[config.mk]
export PLATFORM = sky130hd
export DESIGN_NAME = midpoint_ellipse_rasterizer_top
export DESIGN_NICKNAME = d
export VERILOG_FILES = /design/src/mer_pkg.sv /design/src/mer_datapath.sv /design/src/mer_ctrl.sv /design/src/midpoint_ellipse_rasterizer_top.sv
export SDC_FILE = /design/constraint.sdc
export NUM_CORES = 2
export LEC_CHECK = 0
export BUFFER_PORTS_ARGS = -buffer_cell sky130_fd_sc_hd__buf_4
export CORE_MARGIN = 2
export CORE_UTILIZATION = 30
export DETAILED_ROUTE_END_ITERATION = 16
export GPL_ROUTABILITY_DRIVEN = 0
export SLEW_MARGIN = 20
export SYNTH_ARGS = -nofsm -noshare
export SYNTH_HDL_FRONTEND = slang
export SYNTH_SLANG_ARGS = --single-unit
[constraint.sdc]
create_clock -name clk -period 12 [get_ports clk]
set_clock_uncertainty 0.2 [all_clocks]
set_input_delay 2.4 -clock clk [delete_from_list [all_inputs] [get_ports clk]]
set_output_delay 2.4 -clock clk [all_outputs]
set_load 0.01 [all_outputs]
[src/mer_pkg.sv]
// Shared types, constants and control codes for the midpoint ellipse rasterizer.
// No dependencies; every other file of the block refers to this package by scoped names.
package mer_pkg;

  // Coordinate width of the center and radius fields.
  localparam int COORD_BITS = 10;
  // Step counters need one bit more than a coordinate.
  localparam int STEP_BITS = COORD_BITS + 1;
  // Decision values are kept as 48-bit two's complement, four times the real value.
  localparam int DEC_BITS = 48;
  localparam int PIX_BITS = 12;
  // Signed coordinate operand of the shared multiplier: holds 2x+1 and y-1.
  localparam int MUL_B_BITS = COORD_BITS + 3;
  localparam int MUL_P_BITS = DEC_BITS + MUL_B_BITS;
  localparam int SQ_BITS = 2 * COORD_BITS;
  // Width of the exact products ry^2*x and rx^2*y used by the region tests.
  localparam int CMP_BITS = 3 * COORD_BITS + 1;
  localparam int PIX_CALC_BITS = (COORD_BITS + 2 > PIX_BITS) ? COORD_BITS + 2 : PIX_BITS;

  localparam logic OP_START = 1'b0;
  localparam logic OP_ADVANCE = 1'b1;

  typedef struct packed {
    logic                  op;
    logic [COORD_BITS-1:0] center_x;
    logic [COORD_BITS-1:0] center_y;
    logic [COORD_BITS-1:0] radius_x;
    logic [COORD_BITS-1:0] radius_y;
  } req_t;

  typedef struct packed {
    logic signed [PIX_BITS-1:0] pixel_x;
    logic signed [PIX_BITS-1:0] pixel_y;
    logic                       pixel_valid;
    logic                       last_of_step;
    logic                       finished;
  } rsp_t;

  typedef enum logic [4:0] {
    ST_IDLE,
    ST_INIT_RX2,
    ST_INIT_RY2,
    ST_INIT_PRD,
    ST_INIT_DEC,
    ST_EMIT_TOP,
    ST_TEST_LHS,
    ST_TEST_RHS,
    ST_TEST,
    ST_R1_X,
    ST_R1_DEC,
    ST_R1_Y,
    ST_R1_DECY,
    ST_R2_T,
    ST_R2_TT,
    ST_R2_YM,
    ST_R2_YMYM,
    ST_R2_RR,
    ST_R2_RRR,
    ST_R2_DEC,
    ST_R2_Y,
    ST_R2_DECY,
    ST_R2_X,
    ST_R2_DECX,
    ST_EMIT0,
    ST_EMIT1,
    ST_EMIT2,
    ST_EMIT3,
    ST_EMIT_FIN
  } ctrl_state_t;

  typedef enum logic [1:0] {
    PH_IDLE,
    PH_REGION1,
    PH_REGION2,
    PH_DONE
  } phase_t;

  typedef enum logic [4:0] {
    OP_NONE,
    OP_LOAD,
    OP_SQ_RX,
    OP_SQ_RY,
    OP_RX2_RY,
    OP_INIT_DEC,
    OP_MUL_RY2_X,
    OP_MUL_RX2_Y,
    OP_INC_X_MUL,
    OP_R1_DEC,
    OP_DEC_Y_MUL,
    OP_SUB8,
    OP_MUL_RY2_T,
    OP_MUL_PROD_T,
    OP_MUL_RX2_YM,
    OP_MUL_PROD_YM,
    OP_MUL_RX2_RY,
    OP_MUL_PROD_RY,
    OP_R2_INIT,
    OP_R2_DEC,
    OP_ADD8
  } dp_op_t;

  typedef enum logic [2:0] {
    SEL_TOP,
    SEL_PP,
    SEL_MP,
    SEL_PM,
    SEL_MM,
    SEL_FIN
  } pix_sel_t;

  typedef struct packed {
    dp_op_t   op;
    logic     load_out;
    pix_sel_t sel;
  } dp_cmd_t;

  typedef struct packed {
    logic rad_zero;
    logic le;
    logic ge;
    logic y_zero;
    logic dec_neg;
    logic dec_pos;
  } dp_status_t;

endpackage

[src/mer_datapath.sv]
// Datapath of the ellipse rasterizer: held ellipse, step counters, decision value,
// one shared registered multiplier and the result register. Uses mer_pkg.
module mer_datapath (
  input  logic                clk,
  input  mer_pkg::req_t       req,
  input  mer_pkg::dp_cmd_t    cmd,
  output mer_pkg::dp_status_t status,
  output mer_pkg::rsp_t       rsp
);

  localparam int CB = mer_pkg::COORD_BITS;
  localparam int SB = mer_pkg::STEP_BITS;
  localparam int DW = mer_pkg::DEC_BITS;
  localparam int BW = mer_pkg::MUL_B_BITS;
  localparam int PW = mer_pkg::MUL_P_BITS;
  localparam int QW = mer_pkg::SQ_BITS;
  localparam int CW = mer_pkg::CMP_BITS;
  localparam int EW = mer_pkg::PIX_CALC_BITS;
  localparam int XW = mer_pkg::PIX_BITS;

  logic [CB-1:0] held_center_x;
  logic [CB-1:0] held_center_y;
  logic [CB-1:0] held_radius_x;
  logic [CB-1:0] held_radius_y;
  logic [QW-1:0] rx2;
  logic [QW-1:0] ry2;
  logic [SB-1:0] step_x;
  logic [SB-1:0] step_y;
  logic [DW-1:0] decision;
  logic [DW-1:0] acc;
  logic [CW-1:0] lhs;
  logic signed [PW-1:0] prod;

  logic                 mul_en;
  logic signed [DW-1:0] mul_a;
  logic signed [BW-1:0] mul_b;
  logic [DW-1:0]        p48;
  logic [DW-1:0]        rx2_d;
  logic [DW-1:0]        ry2_d;
  logic [BW-1:0]        x_inc;
  logic [BW-1:0]        y_dec;
  logic [BW-1:0]        t_val;

  logic [EW-1:0] cx_e;
  logic [EW-1:0] cy_e;
  logic [EW-1:0] x_e;
  logic [EW-1:0] y_e;
  logic [EW-1:0] ry_e;
  logic [EW-1:0] sum_xp;
  logic [EW-1:0] sum_xm;
  logic [EW-1:0] sum_yp;
  logic [EW-1:0] sum_ym;
  logic [EW-1:0] sum_top;
  mer_pkg::rsp_t rsp_next;

  assign p48   = prod[DW-1:0];
  assign rx2_d = DW'(rx2);
  assign ry2_d = DW'(ry2);
  assign x_inc = BW'(step_x) + BW'(1'b1);
  assign y_dec = BW'(step_y) - BW'(1'b1);
  assign t_val = BW'({step_x, 1'b1});

  // Operand selection for the shared multiplier.
  always_comb begin
    mul_en = 1'b1;
    mul_a  = '0;
    mul_b  = '0;
    case (cmd.op)
      mer_pkg::OP_SQ_RX: begin
        mul_a = DW'(held_radius_x);
        mul_b = BW'(held_radius_x);
      end
      mer_pkg::OP_SQ_RY: begin
        mul_a = DW'(held_radius_y);
        mul_b = BW'(held_radius_y);
      end
      mer_pkg::OP_RX2_RY, mer_pkg::OP_MUL_RX2_RY: begin
        mul_a = rx2_d;
        mul_b = BW'(held_radius_y);
      end
      mer_pkg::OP_MUL_RY2_X: begin
        mul_a = ry2_d;
        mul_b = BW'(step_x);
      end
      mer_pkg::OP_MUL_RX2_Y: begin
        mul_a = rx2_d;
        mul_b = BW'(step_y);
      end
      mer_pkg::OP_INC_X_MUL: begin
        mul_a = ry2_d;
        mul_b = x_inc;
      end
      mer_pkg::OP_DEC_Y_MUL, mer_pkg::OP_MUL_RX2_YM: begin
        mul_a = rx2_d;
        mul_b = y_dec;
      end
      mer_pkg::OP_MUL_RY2_T: begin
        mul_a = ry2_d;
        mul_b = t_val;
      end
      mer_pkg::OP_MUL_PROD_T: begin
        mul_a = p48;
        mul_b = t_val;
      end
      mer_pkg::OP_MUL_PROD_YM: begin
        mul_a = p48;
        mul_b = y_dec;
      end
      mer_pkg::OP_MUL_PROD_RY: begin
        mul_a = p48;
        mul_b = BW'(held_radius_y);
      end
      default: mul_en = 1'b0;
    endcase
  end

  always_ff @(posedge clk) begin
    if (mul_en) begin
      prod <= mul_a * mul_b;
    end
  end

  // Register updates; all decision arithmetic wraps at 48 bits.
  always_ff @(posedge clk) begin
    case (cmd.op)
      mer_pkg::OP_LOAD: begin
        held_center_x <= req.center_x;
        held_center_y <= req.center_y;
        held_radius_x <= req.radius_x;
        held_radius_y <= req.radius_y;
        step_x        <= '0;
        step_y        <= SB'(req.radius_y);
      end
      mer_pkg::OP_SQ_RY:    rx2 <= prod[QW-1:0];
      mer_pkg::OP_RX2_RY:   ry2 <= prod[QW-1:0];
      mer_pkg::OP_INIT_DEC: decision <= (ry2_d << 2) + rx2_d - (p48 << 2);
      mer_pkg::OP_MUL_RX2_Y: lhs <= prod[CW-1:0];
      mer_pkg::OP_INC_X_MUL: step_x <= x_inc[SB-1:0];
      mer_pkg::OP_R1_DEC:   decision <= decision + (p48 << 3) + (ry2_d << 2);
      mer_pkg::OP_DEC_Y_MUL: step_y <= y_dec[SB-1:0];
      mer_pkg::OP_SUB8:     decision <= decision - (p48 << 3);
      mer_pkg::OP_MUL_RX2_YM: acc <= p48;
      mer_pkg::OP_MUL_RX2_RY: acc <= acc + (p48 << 2);
      mer_pkg::OP_R2_INIT:  decision <= acc - (p48 << 2);
      mer_pkg::OP_R2_DEC:   decision <= decision + (rx2_d << 2) - (p48 << 3);
      mer_pkg::OP_ADD8:     decision <= decision + (p48 << 3);
      default: ;
    endcase
  end

  assign status.rad_zero = (held_radius_x == '0) || (held_radius_y == '0);
  assign status.le       = lhs <= prod[CW-1:0];
  assign status.ge       = lhs >= prod[CW-1:0];
  assign status.y_zero   = step_y == '0;
  assign status.dec_neg  = decision[DW-1];
  assign status.dec_pos  = !decision[DW-1] && (decision != '0);

  // Mirrored pixel coordinates, wrapped to the pixel width.
  assign cx_e    = EW'(held_center_x);
  assign cy_e    = EW'(held_center_y);
  assign x_e     = EW'(step_x);
  assign y_e     = EW'(step_y);
  assign ry_e    = EW'(held_radius_y);
  assign sum_xp  = cx_e + x_e;
  assign sum_xm  = cx_e - x_e;
  assign sum_yp  = cy_e + y_e;
  assign sum_ym  = cy_e - y_e;
  assign sum_top = cy_e + ry_e;

  always_comb begin
    rsp_next.pixel_x      = '0;
    rsp_next.pixel_y      = '0;
    rsp_next.pixel_valid  = 1'b1;
    rsp_next.last_of_step = 1'b0;
    rsp_next.finished     = 1'b0;
    case (cmd.sel)
      mer_pkg::SEL_TOP: begin
        rsp_next.pixel_x      = cx_e[XW-1:0];
        rsp_next.pixel_y      = sum_top[XW-1:0];
        rsp_next.last_of_step = 1'b1;
      end
      mer_pkg::SEL_PP: begin
        rsp_next.pixel_x = sum_xp[XW-1:0];
        rsp_next.pixel_y = sum_yp[XW-1:0];
      end
      mer_pkg::SEL_MP: begin
        rsp_next.pixel_x = sum_xm[XW-1:0];
        rsp_next.pixel_y = sum_yp[XW-1:0];
      end
      mer_pkg::SEL_PM: begin
        rsp_next.pixel_x = sum_xp[XW-1:0];
        rsp_next.pixel_y = sum_ym[XW-1:0];
      end
      mer_pkg::SEL_MM: begin
        rsp_next.pixel_x      = sum_xm[XW-1:0];
        rsp_next.pixel_y      = sum_ym[XW-1:0];
        rsp_next.last_of_step = 1'b1;
      end
      default: begin
        rsp_next.pixel_valid  = 1'b0;
        rsp_next.last_of_step = 1'b1;
        rsp_next.finished     = 1'b1;
      end
    endcase
  end

  always_ff @(posedge clk) begin
    if (cmd.load_out) begin
      rsp <= rsp_next;
    end
  end

endmodule

[src/mer_ctrl.sv]
// Controller of the ellipse rasterizer: sequences the datapath one operation per cycle
// unless a result stall holds it, and owns the request and result handshakes. Uses mer_pkg.
module mer_ctrl (
  input  logic                clk,
  input  logic                rst,
  input  logic                req_valid,
  input  logic                req_op,
  output logic                req_stall,
  output logic                rsp_valid,
  input  logic                rsp_stall,
  input  mer_pkg::dp_status_t status,
  output mer_pkg::dp_cmd_t    cmd
);

  mer_pkg::ctrl_state_t state;
  mer_pkg::ctrl_state_t state_next;
  mer_pkg::phase_t      phase;
  mer_pkg::phase_t      phase_next;
  logic                 rsp_valid_next;
  logic                 can_load;

  // The result register may take a new result when it is empty or being drained.
  assign can_load       = !rsp_valid || !rsp_stall;
  assign req_stall      = state != mer_pkg::ST_IDLE;
  assign rsp_valid_next = cmd.load_out || (rsp_valid && rsp_stall);

  always_ff @(posedge clk) begin
    if (rst) begin
      state     <= mer_pkg::ST_IDLE;
      phase     <= mer_pkg::PH_IDLE;
      rsp_valid <= 1'b0;
    end else begin
      state     <= state_next;
      phase     <= phase_next;
      rsp_valid <= rsp_valid_next;
    end
  end

  always_comb begin
    state_next = state;
    phase_next = phase;
    case (state)
      mer_pkg::ST_IDLE: begin
        if (req_valid) begin
          if (req_op == mer_pkg::OP_START) begin
            state_next = mer_pkg::ST_INIT_RX2;
          end else if (phase == mer_pkg::PH_REGION1 || phase == mer_pkg::PH_REGION2) begin
            state_next = mer_pkg::ST_TEST_LHS;
          end else begin
            state_next = mer_pkg::ST_EMIT_FIN;
          end
        end
      end
      mer_pkg::ST_INIT_RX2: state_next = mer_pkg::ST_INIT_RY2;
      mer_pkg::ST_INIT_RY2: state_next = mer_pkg::ST_INIT_PRD;
      mer_pkg::ST_INIT_PRD: state_next = mer_pkg::ST_INIT_DEC;
      mer_pkg::ST_INIT_DEC: begin
        state_next = mer_pkg::ST_EMIT_TOP;
        phase_next = status.rad_zero ? mer_pkg::PH_DONE : mer_pkg::PH_REGION1;
      end
      mer_pkg::ST_EMIT_TOP: begin
        if (can_load) begin
          state_next = mer_pkg::ST_IDLE;
        end
      end
      mer_pkg::ST_TEST_LHS: state_next = mer_pkg::ST_TEST_RHS;
      mer_pkg::ST_TEST_RHS: state_next = mer_pkg::ST_TEST;
      mer_pkg::ST_TEST: begin
        if (phase == mer_pkg::PH_REGION1) begin
          state_next = status.le ? mer_pkg::ST_R1_X : mer_pkg::ST_R2_T;
        end else if (!status.y_zero && status.ge) begin
          state_next = mer_pkg::ST_R2_Y;
        end else begin
          state_next = mer_pkg::ST_EMIT_FIN;
        end
      end
      mer_pkg::ST_R1_X: state_next = mer_pkg::ST_R1_DEC;
      // The branch looks at the decision value from before this cycle's update.
      mer_pkg::ST_R1_DEC: state_next = status.dec_neg ? mer_pkg::ST_EMIT0 : mer_pkg::ST_R1_Y;
      mer_pkg::ST_R1_Y:    state_next = mer_pkg::ST_R1_DECY;
      mer_pkg::ST_R1_DECY: state_next = mer_pkg::ST_EMIT0;
      mer_pkg::ST_R2_T:    state_next = mer_pkg::ST_R2_TT;
      mer_pkg::ST_R2_TT:   state_next = mer_pkg::ST_R2_YM;
      mer_pkg::ST_R2_YM:   state_next = mer_pkg::ST_R2_YMYM;
      mer_pkg::ST_R2_YMYM: state_next = mer_pkg::ST_R2_RR;
      mer_pkg::ST_R2_RR:   state_next = mer_pkg::ST_R2_RRR;
      mer_pkg::ST_R2_RRR:  state_next = mer_pkg::ST_R2_DEC;
      // After the region-two setup the same advance runs the region-two test.
      mer_pkg::ST_R2_DEC: begin
        state_next = mer_pkg::ST_TEST_LHS;
        phase_next = mer_pkg::PH_REGION2;
      end
      mer_pkg::ST_R2_Y: state_next = mer_pkg::ST_R2_DECY;
      mer_pkg::ST_R2_DECY: state_next = status.dec_pos ? mer_pkg::ST_EMIT0 : mer_pkg::ST_R2_X;
      mer_pkg::ST_R2_X:    state_next = mer_pkg::ST_R2_DECX;
      mer_pkg::ST_R2_DECX: state_next = mer_pkg::ST_EMIT0;
      mer_pkg::ST_EMIT0: begin
        if (can_load) begin
          state_next = mer_pkg::ST_EMIT1;
        end
      end
      mer_pkg::ST_EMIT1: begin
        if (can_load) begin
          state_next = mer_pkg::ST_EMIT2;
        end
      end
      mer_pkg::ST_EMIT2: begin
        if (can_load) begin
          state_next = mer_pkg::ST_EMIT3;
        end
      end
      mer_pkg::ST_EMIT3: begin
        if (can_load) begin
          state_next = mer_pkg::ST_IDLE;
        end
      end
      mer_pkg::ST_EMIT_FIN: begin
        if (can_load) begin
          state_next = mer_pkg::ST_IDLE;
          phase_next = mer_pkg::PH_DONE;
        end
      end
      default: state_next = mer_pkg::ST_IDLE;
    endcase
  end

  always_comb begin
    cmd.op       = mer_pkg::OP_NONE;
    cmd.load_out = 1'b0;
    cmd.sel      = mer_pkg::SEL_TOP;
    case (state)
      mer_pkg::ST_IDLE: begin
        if (req_valid && req_op == mer_pkg::OP_START) begin
          cmd.op = mer_pkg::OP_LOAD;
        end
      end
      mer_pkg::ST_INIT_RX2: cmd.op = mer_pkg::OP_SQ_RX;
      mer_pkg::ST_INIT_RY2: cmd.op = mer_pkg::OP_SQ_RY;
      mer_pkg::ST_INIT_PRD: cmd.op = mer_pkg::OP_RX2_RY;
      mer_pkg::ST_INIT_DEC: cmd.op = mer_pkg::OP_INIT_DEC;
      mer_pkg::ST_EMIT_TOP: begin
        cmd.load_out = can_load;
        cmd.sel      = mer_pkg::SEL_TOP;
      end
      mer_pkg::ST_TEST_LHS: cmd.op = mer_pkg::OP_MUL_RY2_X;
      mer_pkg::ST_TEST_RHS: cmd.op = mer_pkg::OP_MUL_RX2_Y;
      mer_pkg::ST_R1_X:     cmd.op = mer_pkg::OP_INC_X_MUL;
      mer_pkg::ST_R1_DEC:   cmd.op = mer_pkg::OP_R1_DEC;
      mer_pkg::ST_R1_Y:     cmd.op = mer_pkg::OP_DEC_Y_MUL;
      mer_pkg::ST_R1_DECY:  cmd.op = mer_pkg::OP_SUB8;
      mer_pkg::ST_R2_T:     cmd.op = mer_pkg::OP_MUL_RY2_T;
      mer_pkg::ST_R2_TT:    cmd.op = mer_pkg::OP_MUL_PROD_T;
      mer_pkg::ST_R2_YM:    cmd.op = mer_pkg::OP_MUL_RX2_YM;
      mer_pkg::ST_R2_YMYM:  cmd.op = mer_pkg::OP_MUL_PROD_YM;
      mer_pkg::ST_R2_RR:    cmd.op = mer_pkg::OP_MUL_RX2_RY;
      mer_pkg::ST_R2_RRR:   cmd.op = mer_pkg::OP_MUL_PROD_RY;
      mer_pkg::ST_R2_DEC:   cmd.op = mer_pkg::OP_R2_INIT;
      mer_pkg::ST_R2_Y:     cmd.op = mer_pkg::OP_DEC_Y_MUL;
      mer_pkg::ST_R2_DECY:  cmd.op = mer_pkg::OP_R2_DEC;
      mer_pkg::ST_R2_X:     cmd.op = mer_pkg::OP_INC_X_MUL;
      mer_pkg::ST_R2_DECX:  cmd.op = mer_pkg::OP_ADD8;
      mer_pkg::ST_EMIT0: begin
        cmd.load_out = can_load;
        cmd.sel      = mer_pkg::SEL_PP;
      end
      mer_pkg::ST_EMIT1: begin
        cmd.load_out = can_load;
        cmd.sel      = mer_pkg::SEL_MP;
      end
      mer_pkg::ST_EMIT2: begin
        cmd.load_out = can_load;
        cmd.sel      = mer_pkg::SEL_PM;
      end
      mer_pkg::ST_EMIT3: begin
        cmd.load_out = can_load;
        cmd.sel      = mer_pkg::SEL_MM;
      end
      mer_pkg::ST_EMIT_FIN: begin
        cmd.load_out = can_load;
        cmd.sel      = mer_pkg::SEL_FIN;
      end
      default: ;
    endcase
  end

`ifndef SYNTHESIS
  a_setup_from_region1: assert property (@(posedge clk) disable iff (rst)
    (state == mer_pkg::ST_R2_T) |-> (phase == mer_pkg::PH_REGION1))
    else $error("region-two setup entered outside region one");
  a_step_in_region: assert property (@(posedge clk) disable iff (rst)
    (state == mer_pkg::ST_EMIT0) |->
    (phase == mer_pkg::PH_REGION1 || phase == mer_pkg::PH_REGION2))
    else $error("pixel step emitted outside an active region");
  a_fin_sets_done: assert property (@(posedge clk) disable iff (rst)
    (state == mer_pkg::ST_EMIT_FIN && cmd.load_out) |=> (phase == mer_pkg::PH_DONE))
    else $error("finished result did not mark the ellipse done");
  a_done_sticks: assert property (@(posedge clk) disable iff (rst)
    (phase == mer_pkg::PH_DONE && state != mer_pkg::ST_INIT_DEC) |=>
    (phase == mer_pkg::PH_DONE))
    else $error("done ellipse resumed without a start request");
  a_y_zero_ends: assert property (@(posedge clk) disable iff (rst)
    (state == mer_pkg::ST_TEST && phase == mer_pkg::PH_REGION2 && status.y_zero) |=>
    (state == mer_pkg::ST_EMIT_FIN))
    else $error("region two stepped past y equal to zero");
`endif

endmodule

[src/midpoint_ellipse_rasterizer_top.sv]
// Top level of the midpoint ellipse rasterizer: joins the controller and the datapath.
// Depends on mer_pkg, mer_ctrl and mer_datapath.

// A start request latches center and radii and, after the init states ST_INIT_RX2 to
// ST_INIT_DEC, offers the top point as one result. An advance request runs one
// midpoint step and gives the four mirrored pixels, or a single finished result once
// the ellipse is complete or none was started. The block works on one request at a
// time; every product of the decision arithmetic comes from one shared, registered
// multiplier, one product per cycle. An ordinary step runs the region test, the
// decision update and the four result states; the advance that crosses into region
// two also runs the region-two setup for the new decision value, and a finished result
// follows directly or after a region test that fails. The block returns to the idle
// state before the next request is taken. Result states wait while the result side
// stalls. req_stall is low only while the block waits for a request.
module midpoint_ellipse_rasterizer_top (
  input  logic          clk,
  input  logic          rst,
  input  logic          req_valid,
  output logic          req_stall,
  input  mer_pkg::req_t req,
  output logic          rsp_valid,
  input  logic          rsp_stall,
  output mer_pkg::rsp_t rsp
);

  mer_pkg::dp_cmd_t    cmd;
  mer_pkg::dp_status_t status;

  mer_ctrl u_ctrl (
    .clk       (clk),
    .rst       (rst),
    .req_valid (req_valid),
    .req_op    (req.op),
    .req_stall (req_stall),
    .rsp_valid (rsp_valid),
    .rsp_stall (rsp_stall),
    .status    (status),
    .cmd       (cmd)
  );

  mer_datapath u_datapath (
    .clk    (clk),
    .req    (req),
    .cmd    (cmd),
    .status (status),
    .rsp    (rsp)
  );

endmodule
==> impl_metrics.py <==
metrics = {
    "cells_and_area": {
        "fin_nets": 6672,
        "syn2layout_area_growth_pct": 8.85,
        "layout_commonest_cell": "inv_1",
        "post-route-util": 0.328,
        "most-common-layout-cells": "inv_1 (738), nand2_1 (638), fa_1 (505)",
        "antenna_cells": 0,
        "multiInputGateArea_um2": 36200,
        "regArea_um2": 9290,
        "drive_gt1_frac": 0.0521,
        "fillers": 17010,
    },
    "setup_path": {
        "rr_startpoint": "u_ctrl.state[3]",
        "crit_path_max_fanout": 62,
        "critPathArrivalTime_ps": 10620,
        "timing.rr.end": "u_datapath.prod[46]",
        "start_kind": "flip-flop",
        "critPathCaptureType": "flip-flop",
        "reg2regPathDepth": 27,
        "crit_required_ps": 12130,
        "path_class": "flip-flop to flip-flop",
        "cp-startpoint": "u_ctrl.state[3]",
        "crit_end": "u_datapath.prod[46]",
        "r2r_slack_ps": 1510,
    },
    "clocking": {
        "cts_hold_buffers": 0,
        "h-tree-depth": 2,
        "post_cts_buffers": 0,
        "path_clk_slew_ps": 70,
        "tritoncts.num_buffers": 35,
        "cts_root_buf": "clkbuf_16",
        "insertion_delay_ps": 590,
        "cts.sinks": 312,
        "cts_resized": 0,
        "cts_buffer_depth": 3,
        "cts_tree": "yes",
    },
    "routing": {
        "drc": 0,
        "num_vias": 42746,
        "routed_wirelength_um": 159000,
        "vias_per_cell": 5.44,
        "dr.first_iter.drc_count": 4244,
        "routedWlPerCell_um": 20.3,
        "drt.antenna.violating_nets": 0,
        "firstDrtPassIters": 8,
    },
    "global_route": {
        "antenna_found_initial": 0,
        "grt_pass1_vias": 42490,
        "overflow": 0,
        "grt_pass1_wl_um": 247000,
        "grtUsageTotal": 0.187,
        "grt_max_degree": 80,
    },
    "timing": {
        "fmax_mhz": 95.3,
        "max_slew_margin": 0.157,
        "worst_pin_slew_ps": 1250,
        "maxSlewViolCount": 0,
        "period_minus_slack_ps": 10490,
        "tns_ps": 0,
        "post-route-period-util": 0.874,
        "hold_viol": 0,
        "rsz0062_at_grt": "no",
        "timing.hold.ws_ps": 301,
        "final-setup-viol-count": 0,
    },
    "logic_synthesis": {
        "ys_seq_area_frac": 0.189,
        "syn_area_um2": 49000,
        "ys_async_sr_fraction": 0,
        "synth-seq-cells": 312,
        "syn_inst": 5699,
        "synth_edf_count": 304,
        "syn_nets": 6713,
        "synthFlopType": "edfxtp_1",
        "ys_types": 102,
        "syn_avg_cell_area_um2": 8.61,
        "ys_warn_count": 0,
    },
    "floorplan": {
        "die_area_um2": 167000,
        "ios": 74,
        "rows": 148,
        "die_x_um": 408,
        "die_h_um": 408,
        "initial_core_util": 0.302,
        "core_um2": 163000,
    },
    "placement": {
        "port_buffers": 73,
        "dpl.hpwl_um": 128000,
    },
    "worst_hold_path": {
        "hold_class": "flip-flop to flip-flop",
    },
    "job": {
        "maxCapViolations": 0,
    },
    "run_status": {
        "status": "complete, no violations",
    },
}
kinds of logic after synthesis:
| family | Yosys count | synth area share |
|---|---|---|
| simple gates | 1718 | 0.162 |
| compound gates | 1334 | 0.179 |
| buf+inv | 982 | 0.0756 |
| fa+ha+maj | 969 | 0.325 |
| xor+xnor | 365 | 0.0652 |
| flops | 312 | 0.189 |
| mux | 19 | 0.00398 |
synth_stat cells, drive strengths merged, types with 11 or more instances:
master | number | area [um^2]
a221o | 25 | 251
nor4b | 12 | 105
nand4 | 44 | 275
nand3 | 119 | 596
o221ai | 19 | 173
nor3 | 107 | 541
a21o | 111 | 833
xnor2 | 279 | 2440
nand2 | 640 | 2400
o31a | 11 | 96.3
or3 | 29 | 181
o21bai | 75 | 563
or2 | 18 | 115
nor2 | 432 | 1620
a21oi | 386 | 1930
xor2 | 86 | 753
and2 | 73 | 457
a221oi | 44 | 385
and3 | 41 | 262
o211ai | 29 | 218
a21boi | 11 | 82.6
nand2b | 64 | 400
a211oi | 36 | 270
o22ai | 47 | 294
inv | 741 | 2780
a31oi | 33 | 206
a311oi | 11 | 96.3
o21ai | 253 | 1270
nor4 | 58 | 405
edfxtp | 304 | 9130
ha | 464 | 5810
buf | 31 | 138
mux2i | 15 | 150
clkbuf | 209 | 786
o31ai | 27 | 208
nor2b | 39 | 244
a22oi | 35 | 268
fa | 505 | 10100
o21a | 44 | 332
a2111oi | 20 | 195
metrics by stage:
step	instance area, um^2	instances	worst slack [ps]
after CTS	53400	7857	1570
after floorplan	49000	5699	1540
after detailed placement	52200	7796	1600
after global placement	52200	7795	1740
final	53400	7857	1510
after global routing	53400	7857	826
routing by layer:
metal,wire [um],up-vias,global-route usage,part of all wire
met5,0,-,0,0
met4,5190,0,0.0570,0.033
met3,15500,269,0.0290,0.097
met2,68700,1959,0.288,0.43
met1,70000,21052,0.269,0.44
li1,-,19466,-,-
worst max-delay path: stages, from the launching register on:
cell and delay (ps):
dfxtp_1 940, nand2b_1 550, o22a_1 680, nor2_4 480, buf_4 610, a22oi_1 220, nand2_1 390, nand2_1 140
fa_1 590, inv_1 50, fa_1 480, fa_1 500, fa_1 580, fa_1 420, ha_1 300, ha_1 340
or2_2 320, and4_1 200, a32oi_1 320, o21a_1 270, o2111ai_1 240, a21oi_1 330, o21ai_0 240, nand3_1 200
o211a_1 240, o21ai_0 90, a21oi_1 180, xnor2_1 80
registers in the layout (all words and copies together), names as in the netlist:
| name | count |
|---|---|
| u_ctrl.state | 5 |
| u_ctrl.phase | 2 |
| u_datapath.step_y | 11 |
| u_datapath.prod | 48 |
| u_datapath.lhs | 31 |
| u_datapath.rx2 | 20 |
| u_datapath.ry2 | 20 |
| u_datapath.held_radius_x | 10 |
| u_datapath.held_center_x | 10 |
| u_datapath.step_x | 11 |
| u_datapath.rsp | 27 |
| u_datapath.held_radius_y | 10 |
| u_datapath.decision | 48 |
| u_datapath.acc | 48 |
| u_ctrl.rsp_valid | 1 |
| u_datapath.held_center_y | 10 |
cell type report:
class | count | share of cell area
multi-input cells | 4405 | 0.678
flip-flops and latches | 312 | 0.174
inverters | 742 | 0.0522
well taps | 2175 | 0.0510
repair buffers | 162 | 0.0228
clock buffers | 38 | 0.0166
clock inverters | 23 | 0.00567
worst min path at each step:
stage	startpoint	end	slack, ps	depth (start not counted)
2_1_floorplan	u_ctrl.phase[0]	u_ctrl.phase[0]	270	2
6_report	u_ctrl.phase[0]	u_ctrl.phase[0]	300	2
3_3_place_gp	u_ctrl.phase[0]	u_ctrl.phase[0]	280	2
5_1_grt	u_ctrl.phase[1]	u_ctrl.phase[1]	330	2
4_1_cts	u_ctrl.phase[0]	u_ctrl.phase[0]	300	2
3_5_place_dp	u_ctrl.phase[0]	u_ctrl.phase[0]	290	2
Power is left out: the tool's default activity adds up to more than one toggle a clock period on the data nets, which glitch-free logic cannot reach.
